## src/rtl/core/spike_burst_statistics_unit_macros.svh

```systemverilog
// ----------------------------------------------------------------------------
// Spike burst statistics assertion macros
// Shared assertion wrappers that compile away in synthesis builds.
// ----------------------------------------------------------------------------
`ifndef SPIKE_BURST_STATISTICS_UNIT_MACROS_SVH
`define SPIKE_BURST_STATISTICS_UNIT_MACROS_SVH
`ifndef SYNTHESIS
`define SBS_ASSERT(lbl, clk, rst, prop, msg) \
  lbl: assert property (@(posedge clk) disable iff (rst) prop) else $error(msg);
`define SBS_ASSERT_ALWAYS(lbl, clk, prop, msg) \
  lbl: assert property (@(posedge clk) prop) else $error(msg);
`else
`define SBS_ASSERT(lbl, clk, rst, prop, msg)
`define SBS_ASSERT_ALWAYS(lbl, clk, prop, msg)
`endif
`endif

```

## src/rtl/core/sbs_pkg.sv

```systemverilog
// ----------------------------------------------------------------------------
// Spike burst statistics package
// Payload types, register indexes, divider interface and shared constants.
// ----------------------------------------------------------------------------
package sbs_pkg;

  localparam int SAMPLE_BITS    = 16;
  localparam int RATE_FRAC_BITS = 24;
  localparam int TIME_BITS      = 32;
  localparam int COUNT_BITS     = 16;
  localparam int SUM_BITS       = 40;
  localparam int GAP_BITS       = 24;
  localparam int RATE_BITS      = 25;
  localparam int DUTY_BITS      = 17;
  localparam int DUTY_FRAC_BITS = 16;
  localparam int CFG_INDEX_BITS = 2;
  localparam int CFG_DATA_BITS  = 24;

  // The shared divider covers the widest dividend, duration shifted by 16.
  localparam int DIV_NUM_BITS = TIME_BITS + DUTY_FRAC_BITS;
  localparam int DIV_DEN_BITS = TIME_BITS;

  localparam logic [CFG_INDEX_BITS-1:0] REG_SPIKE_LEVEL  = 2'd0;
  localparam logic [CFG_INDEX_BITS-1:0] REG_TROUGH_LEVEL = 2'd1;
  localparam logic [CFG_INDEX_BITS-1:0] REG_GAP_SAMPLES  = 2'd2;

  localparam logic signed [SAMPLE_BITS-1:0] SPIKE_LEVEL_RESET  = -16'sd3;
  localparam logic signed [SAMPLE_BITS-1:0] TROUGH_LEVEL_RESET = -16'sd13568;
  localparam logic [GAP_BITS-1:0]           GAP_SAMPLES_RESET  = 24'd400;

  localparam logic signed [SAMPLE_BITS-1:0] SAMPLE_MIN = {1'b1, {(SAMPLE_BITS-1){1'b0}}};
  localparam logic signed [SAMPLE_BITS-1:0] SAMPLE_MAX = {1'b0, {(SAMPLE_BITS-1){1'b1}}};

  localparam logic [DIV_NUM_BITS-1:0] ONE_RATE  = DIV_NUM_BITS'(1) << RATE_FRAC_BITS;
  localparam logic [DIV_NUM_BITS-1:0] ONE_DUTY  = DIV_NUM_BITS'(1) << DUTY_FRAC_BITS;

  typedef struct packed {
    logic signed [SAMPLE_BITS-1:0] sample;
    logic                          trace_end;
  } sbs_in_t;

  typedef struct packed {
    logic [TIME_BITS-1:0]  burst_start;
    logic [TIME_BITS-1:0]  burst_duration;
    logic [TIME_BITS-1:0]  burst_period;
    logic [COUNT_BITS-1:0] spike_count;
    logic [RATE_BITS-1:0]  mean_rate;
    logic [DUTY_BITS-1:0]  duty_cycle;
    logic [TIME_BITS-1:0]  interburst_gap;
    logic                  single_spike;
  } sbs_out_t;

  typedef struct packed {
    logic                    start;
    logic [DIV_NUM_BITS-1:0] dividend;
    logic [DIV_DEN_BITS-1:0] divisor;
  } sbs_div_req_t;

  typedef struct packed {
    logic                    busy;
    logic                    done;
    logic [DIV_NUM_BITS-1:0] quotient;
  } sbs_div_rsp_t;

endpackage

```

## src/rtl/core/sbs_divider.sv

```systemverilog
// ----------------------------------------------------------------------------
// Spike burst statistics shared divider
// Restoring unsigned divider, one quotient bit per cycle.
// ----------------------------------------------------------------------------
`include "spike_burst_statistics_unit_macros.svh"

module sbs_divider (
  input  logic                 clk,
  input  logic                 rst,
  input  sbs_pkg::sbs_div_req_t req,
  output sbs_pkg::sbs_div_rsp_t rsp
);
  import sbs_pkg::*;

  localparam int CNT_BITS = $clog2(DIV_NUM_BITS + 1);

  logic [DIV_NUM_BITS-1:0] quo;
  logic [DIV_DEN_BITS-1:0] rem;
  logic [DIV_DEN_BITS-1:0] den;
  logic [CNT_BITS-1:0]     count;
  logic                    busy;
  logic                    done;
  logic [DIV_DEN_BITS:0]   trial;
  logic                    fits;

  assign trial = {rem, quo[DIV_NUM_BITS-1]};
  assign fits  = trial >= {1'b0, den};

  always_ff @(posedge clk) begin
    if (rst) begin
      busy  <= 1'b0;
      done  <= 1'b0;
      count <= '0;
    end else begin
      done <= 1'b0;
      if (req.start) begin
        busy  <= 1'b1;
        count <= CNT_BITS'(DIV_NUM_BITS);
      end else if (busy) begin
        count <= count - 1'b1;
        if (count == CNT_BITS'(1)) begin
          busy <= 1'b0;
          done <= 1'b1;
        end
      end
    end
  end

  always_ff @(posedge clk) begin
    if (req.start) begin
      quo <= req.dividend;
      rem <= '0;
      den <= req.divisor;
    end else if (busy) begin
      quo <= {quo[DIV_NUM_BITS-2:0], fits};
      rem <= fits ? DIV_DEN_BITS'(trial - {1'b0, den}) : trial[DIV_DEN_BITS-1:0];
    end
  end

  assign rsp.busy     = busy;
  assign rsp.done     = done;
  assign rsp.quotient = quo;

  `SBS_ASSERT(a_start_idle, clk, rst, req.start |-> !busy, "divider started while busy")
  `SBS_ASSERT(a_done_after_busy, clk, rst, done |-> $past(busy), "done without a running divide")
  `SBS_ASSERT(a_rose_on_start, clk, rst, $rose(busy) |-> $past(req.start), "busy without a start")
  `SBS_ASSERT_ALWAYS(a_done_not_busy, clk, done |-> !busy, "done while still busy")

endmodule

```

## src/rtl/core/spike_burst_statistics_unit.sv

```systemverilog
// ----------------------------------------------------------------------------
// Spike burst statistics unit
// Spike and burst detector on a membrane-voltage stream with burst records.
// ----------------------------------------------------------------------------
// The unit takes one Q8 millivolt sample per item and reports one record per
// closed burst. A sample that does not end a spike needs no divide. A sample
// that ends a spike inside the current burst holds off the next one while the
// reciprocal of the inter-spike interval is formed in the shared 48-step
// restoring divider. A sample that ends a spike and closes a burst holds off
// the next one until the record is in the output register: the mean rate and
// the duty cycle are two passes through that same divider. A single-spike
// burst skips the rate pass, and a zero period skips the duty pass. in_ready
// is low while the divider sequence runs.
// A finished record sits in the output register; the next sample is taken
// while it waits, and the unit only holds off when a second record is ready
// before the first has been taken. Configuration is written at any time
// through the cfg channel and should change only while the unit is idle.
`include "spike_burst_statistics_unit_macros.svh"

module spike_burst_statistics_unit (
  input  logic                                 clk,
  input  logic                                 rst,
  input  logic                                 in_valid,
  output logic                                 in_ready,
  input  sbs_pkg::sbs_in_t                     in_item,
  output logic                                 out_valid,
  input  logic                                 out_ready,
  output sbs_pkg::sbs_out_t                    out_item,
  input  logic                                 cfg_valid,
  output logic                                 cfg_ready,
  input  logic [sbs_pkg::CFG_INDEX_BITS-1:0]   cfg_index,
  input  logic [sbs_pkg::CFG_DATA_BITS-1:0]    cfg_data
);
  import sbs_pkg::*;

  typedef enum logic [2:0] {
    PH_WAIT  = 3'b001,
    PH_LOW   = 3'b010,
    PH_SPIKE = 3'b100
  } phase_t;

  typedef enum logic [7:0] {
    S_IDLE       = 8'b0000_0001,
    S_RATE_GO    = 8'b0000_0010,
    S_RATE_WAIT  = 8'b0000_0100,
    S_DUTY_GO    = 8'b0000_1000,
    S_DUTY_WAIT  = 8'b0001_0000,
    S_RECIP_GO   = 8'b0010_0000,
    S_RECIP_WAIT = 8'b0100_0000,
    S_OUT        = 8'b1000_0000
  } seq_t;

  // Configuration registers.
  logic signed [SAMPLE_BITS-1:0] spike_level;
  logic signed [SAMPLE_BITS-1:0] trough_level;
  logic [GAP_BITS-1:0]           gap_samples;

  // Detector state.
  phase_t                        phase, phase_next;
  logic [TIME_BITS-1:0]          sample_index, sample_index_next;
  logic signed [SAMPLE_BITS-1:0] peak_value, peak_value_next;
  logic [TIME_BITS-1:0]          peak_index, peak_index_next;
  logic [TIME_BITS-1:0]          previous_peak, previous_peak_next;
  logic                          have_previous, have_previous_next;
  logic signed [SAMPLE_BITS-1:0] trough_min, trough_min_next;
  logic                          burst_open, burst_open_next;
  logic [TIME_BITS-1:0]          burst_first, burst_first_next;
  logic [COUNT_BITS-1:0]         burst_spikes, burst_spikes_next;
  logic [SUM_BITS-1:0]           rate_sum, rate_sum_next;

  // Sequencer and operands of the shared divider.
  seq_t                    seq;
  sbs_out_t                rec, rec_next;
  logic [DIV_NUM_BITS-1:0] op_num;
  logic [DIV_DEN_BITS-1:0] op_den;
  logic                    rec_fire;
  logic                    recip_fire;
  logic [TIME_BITS-1:0]    gap;
  logic                    high;
  logic                    in_fire;
  logic                    out_load;
  logic [SUM_BITS:0]       sum_wide;
  sbs_div_req_t            div_req;
  sbs_div_rsp_t            div_rsp;

  assign cfg_ready = 1'b1;

  always_ff @(posedge clk) begin
    if (rst) begin
      spike_level  <= SPIKE_LEVEL_RESET;
      trough_level <= TROUGH_LEVEL_RESET;
      gap_samples  <= GAP_SAMPLES_RESET;
    end else if (cfg_valid) begin
      unique case (cfg_index)
        REG_SPIKE_LEVEL:  spike_level  <= cfg_data[SAMPLE_BITS-1:0];
        REG_TROUGH_LEVEL: trough_level <= cfg_data[SAMPLE_BITS-1:0];
        REG_GAP_SAMPLES:  gap_samples  <= cfg_data[GAP_BITS-1:0];
        default: ;
      endcase
    end
  end

  assign in_ready = (seq == S_IDLE);
  assign in_fire  = in_valid && in_ready;
  assign high     = in_item.sample > spike_level;
  assign gap      = peak_index - previous_peak;

  // One sample step. Everything except the divisions settles here; a spike end
  // raises rec_fire when a burst closes, or recip_fire when the interval adds
  // its reciprocal to the running rate sum.
  always_comb begin
    phase_next         = phase;
    sample_index_next  = sample_index;
    peak_value_next    = peak_value;
    peak_index_next    = peak_index;
    previous_peak_next = previous_peak;
    have_previous_next = have_previous;
    trough_min_next    = trough_min;
    burst_open_next    = burst_open;
    burst_first_next   = burst_first;
    burst_spikes_next  = burst_spikes;
    rate_sum_next      = rate_sum;
    rec_next           = rec;
    rec_fire           = 1'b0;
    recip_fire         = 1'b0;

    unique case (phase)
      PH_LOW: begin
        if (high) begin
          phase_next      = PH_SPIKE;
          peak_value_next = in_item.sample;
          peak_index_next = sample_index;
        end else if (in_item.sample < trough_min) begin
          trough_min_next = in_item.sample;
        end
      end
      PH_SPIKE: begin
        if (high) begin
          if (in_item.sample > peak_value) begin
            peak_value_next = in_item.sample;
            peak_index_next = sample_index;
          end
        end else begin
          // The spike ends: its first maximum becomes a committed peak.
          if (!have_previous) begin
            have_previous_next = 1'b1;
          end else if ((gap > {{(TIME_BITS-GAP_BITS){1'b0}}, gap_samples}) &&
                       (trough_min < trough_level)) begin
            if (burst_open) begin
              rec_fire                = 1'b1;
              rec_next.burst_start    = burst_first;
              rec_next.burst_duration = previous_peak - burst_first;
              rec_next.burst_period   = peak_index - burst_first;
              rec_next.spike_count    = burst_spikes;
              rec_next.mean_rate      = '0;
              rec_next.duty_cycle     = '0;
              rec_next.interburst_gap = gap;
              rec_next.single_spike   = (burst_spikes <= COUNT_BITS'(1));
            end
            burst_open_next   = 1'b1;
            burst_first_next  = peak_index;
            burst_spikes_next = COUNT_BITS'(1);
            rate_sum_next     = '0;
          end else begin
            recip_fire = 1'b1;
            if (burst_open && (burst_spikes != {COUNT_BITS{1'b1}})) begin
              burst_spikes_next = burst_spikes + 1'b1;
            end
          end
          previous_peak_next = peak_index;
          trough_min_next    = in_item.sample;
          phase_next         = PH_LOW;
        end
      end
      default: begin
        if (!high) begin
          phase_next = PH_LOW;
          if (in_item.sample < trough_min) begin
            trough_min_next = in_item.sample;
          end
        end
      end
    endcase

    if (sample_index != {TIME_BITS{1'b1}}) begin
      sample_index_next = sample_index + 1'b1;
    end

    // End of trace: the record of this sample stands, the rest starts over.
    if (in_item.trace_end) begin
      recip_fire         = 1'b0;
      phase_next         = PH_WAIT;
      sample_index_next  = '0;
      peak_value_next    = SAMPLE_MIN;
      peak_index_next    = '0;
      previous_peak_next = '0;
      have_previous_next = 1'b0;
      trough_min_next    = SAMPLE_MAX;
      burst_open_next    = 1'b0;
      burst_first_next   = '0;
      burst_spikes_next  = '0;
      rate_sum_next      = '0;
    end
  end

  always_ff @(posedge clk) begin
    if (rst) begin
      phase         <= PH_WAIT;
      sample_index  <= '0;
      peak_value    <= SAMPLE_MIN;
      peak_index    <= '0;
      previous_peak <= '0;
      have_previous <= 1'b0;
      trough_min    <= SAMPLE_MAX;
      burst_open    <= 1'b0;
      burst_first   <= '0;
      burst_spikes  <= '0;
      rate_sum      <= '0;
    end else begin
      if (in_fire) begin
        phase         <= phase_next;
        sample_index  <= sample_index_next;
        peak_value    <= peak_value_next;
        peak_index    <= peak_index_next;
        previous_peak <= previous_peak_next;
        have_previous <= have_previous_next;
        trough_min    <= trough_min_next;
        burst_open    <= burst_open_next;
        burst_first   <= burst_first_next;
        burst_spikes  <= burst_spikes_next;
        rate_sum      <= rate_sum_next;
      end else if ((seq == S_RECIP_WAIT) && div_rsp.done) begin
        rate_sum <= sum_wide[SUM_BITS] ? {SUM_BITS{1'b1}} : sum_wide[SUM_BITS-1:0];
      end
    end
  end

  // Saturating accumulation of the reciprocal interval.
  assign sum_wide = {1'b0, rate_sum} + (SUM_BITS+1)'(div_rsp.quotient[RATE_BITS-1:0]);

  assign out_load = (seq == S_OUT) && (!out_valid || out_ready);

  // Sequencer around the shared divider.
  always_ff @(posedge clk) begin
    if (rst) begin
      seq <= S_IDLE;
    end else begin
      unique case (seq)
        S_IDLE: begin
          if (in_fire) begin
            if (rec_fire) begin
              seq <= rec_next.single_spike ? S_DUTY_GO : S_RATE_GO;
            end else if (recip_fire) begin
              seq <= S_RECIP_GO;
            end
          end
        end
        S_RATE_GO:  seq <= S_RATE_WAIT;
        S_RATE_WAIT: begin
          if (div_rsp.done) begin
            seq <= S_DUTY_GO;
          end
        end
        S_DUTY_GO: begin
          seq <= (rec.burst_period == '0) ? S_OUT : S_DUTY_WAIT;
        end
        S_DUTY_WAIT: begin
          if (div_rsp.done) begin
            seq <= S_OUT;
          end
        end
        S_RECIP_GO: seq <= S_RECIP_WAIT;
        S_RECIP_WAIT: begin
          if (div_rsp.done) begin
            seq <= S_IDLE;
          end
        end
        S_OUT: begin
          if (out_load) begin
            seq <= S_IDLE;
          end
        end
        default: seq <= S_IDLE;
      endcase
    end
  end

  // Record under construction and divider operands.
  always_ff @(posedge clk) begin
    if (in_fire) begin
      rec <= rec_next;
      if (rec_fire) begin
        op_num <= DIV_NUM_BITS'(rate_sum);
        op_den <= DIV_DEN_BITS'(burst_spikes - 1'b1);
      end else begin
        op_num <= ONE_RATE;
        op_den <= (gap == '0) ? DIV_DEN_BITS'(1) : gap;
      end
    end else begin
      if ((seq == S_RATE_WAIT) && div_rsp.done) begin
        rec.mean_rate <= (div_rsp.quotient > ONE_RATE) ? ONE_RATE[RATE_BITS-1:0]
                                                      : div_rsp.quotient[RATE_BITS-1:0];
      end
      if ((seq == S_DUTY_WAIT) && div_rsp.done) begin
        rec.duty_cycle <= (div_rsp.quotient > ONE_DUTY) ? ONE_DUTY[DUTY_BITS-1:0]
                                                       : div_rsp.quotient[DUTY_BITS-1:0];
      end
      if (seq == S_DUTY_GO) begin
        op_num <= {rec.burst_duration, {DUTY_FRAC_BITS{1'b0}}};
        op_den <= rec.burst_period;
      end
    end
  end

  // The duty operands are loaded in S_DUTY_GO, so that divide starts on the
  // first cycle of S_DUTY_WAIT, the only one where the divider is neither
  // running nor reporting.
  assign div_req.start    = (seq == S_RATE_GO) || (seq == S_RECIP_GO) ||
                            ((seq == S_DUTY_WAIT) && !div_rsp.busy && !div_rsp.done);
  assign div_req.dividend = op_num;
  assign div_req.divisor  = op_den;

  sbs_divider u_divider (
    .clk (clk),
    .rst (rst),
    .req (div_req),
    .rsp (div_rsp)
  );

  // Output register: holds a finished record until it is taken.
  always_ff @(posedge clk) begin
    if (rst) begin
      out_valid <= 1'b0;
    end else if (out_load) begin
      out_valid <= 1'b1;
    end else if (out_ready) begin
      out_valid <= 1'b0;
    end
  end

  always_ff @(posedge clk) begin
    if (out_load) begin
      out_item <= rec;
    end
  end

  `SBS_ASSERT(a_accept_idle, clk, rst, in_fire |-> (seq == S_IDLE), "sample taken mid-sequence")
  `SBS_ASSERT(a_done_waits, clk, rst,
              div_rsp.done |-> ((seq == S_RATE_WAIT) || (seq == S_DUTY_WAIT) ||
                                (seq == S_RECIP_WAIT)),
              "divide result with no consumer")
  `SBS_ASSERT(a_caps, clk, rst,
              out_valid |-> ((out_item.mean_rate <= ONE_RATE[RATE_BITS-1:0]) &&
                             (out_item.duty_cycle <= ONE_DUTY[DUTY_BITS-1:0])),
              "record field past its cap")
  `SBS_ASSERT(a_single_rate, clk, rst,
              (out_valid && out_item.single_spike) |-> (out_item.mean_rate == '0),
              "single-spike burst with a rate")

endmodule

```

## config.mk

```make
export PLATFORM = sky130hd
export DESIGN_NAME = spike_burst_statistics_unit
export DESIGN_NICKNAME = d
export VERILOG_FILES = /design/src/rtl/core/sbs_pkg.sv /design/src/rtl/core/sbs_divider.sv /design/src/rtl/core/spike_burst_statistics_unit.sv
export VERILOG_INCLUDE_DIRS = /design/src /design/src/rtl/core
export SDC_FILE = /design/constraint.sdc
export NUM_CORES = 2
export LEC_CHECK = 0
export ABC_AREA = 1
export BUFFER_PORTS_ARGS = -buffer_cell sky130_fd_sc_hd__buf_2
export CAP_MARGIN = 20
export CELL_PAD_IN_SITES_DETAIL_PLACEMENT = 0
export CELL_PAD_IN_SITES_GLOBAL_PLACEMENT = 1
export CORE_MARGIN = 2
export CORE_UTILIZATION = 42
export CTS_BUF_LIST = sky130_fd_sc_hd__clkbuf_4
export DETAILED_ROUTE_END_ITERATION = 10
export PLACE_DENSITY_LB_ADDON = 0.08
export SLEW_MARGIN = 5
export SYNTH_ARGS = -nofsm -noshare
export SYNTH_HDL_FRONTEND = slang
export SYNTH_SLANG_ARGS = --single-unit
```

## constraint.sdc

```tcl
create_clock -name clk -period 22.1 [get_ports clk]
set_clock_uncertainty 0.2 [all_clocks]
set_input_delay 1.105 -clock clk [delete_from_list [all_inputs] [get_ports clk]]
set_output_delay 1.105 -clock clk [all_outputs]
set_load 0.05 [all_outputs]
```

==> impl_metrics.toml <==
[synthesis]
ys_types = 60
synth_warnings = 0
synth_edf_count = 534
ys_seq_area_share_pct = 51.2
syn_area_um2 = 44000
synth_nets = 5399
ys_ff_latch = 860
avgSynthCellArea_um2 = 8.63
async_flop_share_pct = 0
ys.flop_type = "edfxtp_1"
synth_cells = 5104

[critical_path]
criticalPathCategory = "flop to flop"
critical_path.max_stage_delay_ps = 830
cp-end-kind = "flop"
cp.arrival_ps = 6850
rr_worst_depth = 22
cp_max_fo = 69
crit_slowest_cell = "buf_4"
cp-start-kind = "flop"
required_ps = 22630
path_cells = "inv_1 > ha_1 > inv_1 > fa_1 > nand3_1 > nand3_1 > nand3_1 > nand3b_2 > a31o_2 > xor2_1 > inv_1 > ha_1 > nand4_1 > nor3_1 > nand2_1 > nand2_1 > nand2_1 > nand3_2 > nand4_1 > nor2_4 > buf_4 > buf_4"

[sta]
max_freq_ghz = 0.158
worst_slew_pin_slew_ps = 1060
setup-tns-final_ps = 0
finalCriticalPeriod_ps = 6320
fin_crit_sh_pct = 28.6
hold_violations = 0
finalSetupViolCount = 0
whs_ps = 118
maxSlewViolCount = 0
rsz0062_at_grt = "no"
slew_headroom_pct = 29.3

[detailed_routing]
drc = 0
first_pass_iters = 5
via_count = 35300
routed_wl_um = 135000
post_drt_wl_per_cell_um = 19.1
via_per_inst = 4.99
drtAntennaViolNets = 0
drt_iter0_drc = 2113

[die]
die_w_um = 328
core_area_um2 = 104000
start_util_pct = 42.4
dieArea_um2 = 107000
pin_count = 238
fp-row-count = 118
die_h_um = 328

[status]
status = "finished clean"

[final_layout]
final_cell_mix = "1056 x nand2_1, 731 x inv_1, 544 x nor2_1"
area_growth_pct = 13.6
layout-drive-gt1-share_pct = 12.6
mostFrequentLayoutCell = "nand2_1"
n_fill_cell = 10300
nets = 5780

[clock_network]
path_clk_slew_ps = 60
clock_latency_ps = 1190
cts_sinks = 860
cts_tree = "built"
cts_buffers = 231
clock_path_buffers = 3
root_buffer = "clkbuf_4"
h-tree-depth = 4

[placed_design]
dpl.hpwl_um = 101000
io_buffers = 236
place.gp.congestion = 0.919

[global_routing]
grt_max_degree = 90
grt-busiest-layer = "met2"
met1_usage_pct = 32.7
grt_pass1_vias = 34300
grtUsageMet2_pct = 41.3
overflow = 0
met3_usage_pct = 4.52
antenna_found_initial = 6
grt_pass1_wl_um = 204000
grtUsageTotal_pct = 24.9

[pwr]
vdd_drop_max_mv = 0.0549
p_leak_nw = 21.7
powerDensity_nw_per_um2 = 108

[flow_run]
maxCapViolCount = 0

[worst_hold_path]
min_path_cells = 3
hold_class = "input pin to flop"
[cells in the mapped netlist, types with 4 or more instances]
library cell / number / area (um^2)
a21boi_0: 7 / 52.6
a211oi_1: 40 / 300
nor2_2: 11 / 68.8
nand3b_1: 8 / 60.1
o21bai_1: 8 / 60.1
buf_2: 20 / 100
dfxtp_1: 326 / 6530
a21oi_1: 361 / 1810
ha_1: 242 / 3030
clkbuf_1: 117 / 439
o21ai_0: 324 / 1620
nand2_1: 1061 / 3980
o211ai_1: 34 / 255
buf_4: 4 / 30.0
and2_1: 5 / 31.3
nand4_1: 52 / 325
nand2_2: 21 / 131
a21oi_2: 12 / 105
or2_2: 5 / 31.3
nor2_1: 545 / 2050
nor2_4: 4 / 45.0
xor2_1: 103 / 902
o21a_1: 16 / 120
buf_1: 8 / 30.0
a31oi_1: 14 / 87.6
fa_1: 5 / 100
buf_6: 4 / 45.0
a21o_1: 14 / 105
edfxtp_1: 534 / 16000
xnor2_1: 62 / 543
nor3_1: 110 / 551
o21ai_1: 15 / 75.1
nand3_1: 189 / 946
nor4_1: 41 / 257
inv_1: 734 / 2760
[layout make-up]
class	count	area [um^2]	share of cell area [%]
flip-flops and latches	860	22600	45.1
multi-input cells	3350	18100	36.1
inverters	739	2770	5.55
clock buffers	330	2480	4.95
repair buffers	303	1800	3.61
well taps	1380	1730	3.45
clock inverters	95	573	1.15
diodes	8	20.0	0.0400
[what timing repair did]
| item | in CTS | in global routing |
|---|---|---|
| endpoints found under the hold margin | 54 | 0 |
| setup buffers | 0 | 0 |
| resized for setup | 0 | 0 |
| hold buffers | 36 | 0 |
[worst max-delay path: cells and delay by family, from the launching register on]
kind | cells | cell delay, ps
xor gates and xnor gates | 1 | 170
adders and majority gates | 3 | 890
DFF | 1 | 290
buffers and inverters | 5 | 1960
AOI/OAI and AO/OA | 1 | 240
and+or+nand+nor | 12 | 1960
[layer usage]
metal  vias to the layer above  part of all wire [%]
met5                         -                 0.017
met2                       830                    48
met3                       207                   4.7
met4                         4                   3.0
li1                      17900                     -
met1                     16400                    45
[where the power goes]
part / switching, mW / internal [mW] / leakage [nW]
Combinational: 1.36 / 0.600 / 12.4
Clock: 0.704 / 0.733 / 1.79
Sequential: 0.0801 / 1.94 / 7.55
Total: 2.14 / 3.27 / 21.7
[flip-flops by register name, indices dropped and copies added, names as in the netlist, 16 cells and up]
register,flops
rate_sum,40
op_den,32
rec,187
peak_value,16
trough_min,16
spike_level,16
u_divider.quo,48
burst_first,32
u_divider.rem,32
u_divider.den,32
out_item,187
gap_samples,24
sample_index,32
op_num,48
peak_index,32
burst_spikes,16
trough_level,16
previous_peak,32
[stage by stage]
step           setup slack, ps  utilization [%]  instances  total power, mW  area, um^2
6_report                 15780             48.2       7065             5.41       50000
5_1_grt                  15270             48.2       7065             5.80       50000
4_1_cts                  15840             48.1       7055             5.46       50000
3_5_place_dp             15910             44.8       6594             3.99       46500
3_3_place_gp             16030             44.8       6594             3.98       46500
2_1_floorplan            12290                -       5104             3.37       44000
[cell families (layout without fill, tap and decap cells)]
family                   Yosys count  in the layout  synth area share, %
AO/OA/AOI/OAI                    863            863                 10.8
XOR/XNOR                         165            165                 3.28
adder cells (fa/ha/maj)          247            247                 7.10
buffers and inverters            894           1467                 7.81
flip-flops                       860            860                 51.2
other                              1              9              0.00852
AND/OR/NAND/NOR                 2074           2074                 19.8
[worst paths after layout]
check,from,endpoint,slack (ps)
worst max-delay path,peak_index[0],rec[184],15780
worst min-delay path,in_item[6],trough_min[5],120
worst max register to register,peak_index[0],rec[184],15780
worst min register to register,rec[164],out_item[164],180
No activity file was read; power rests on OpenSTA's default activity.
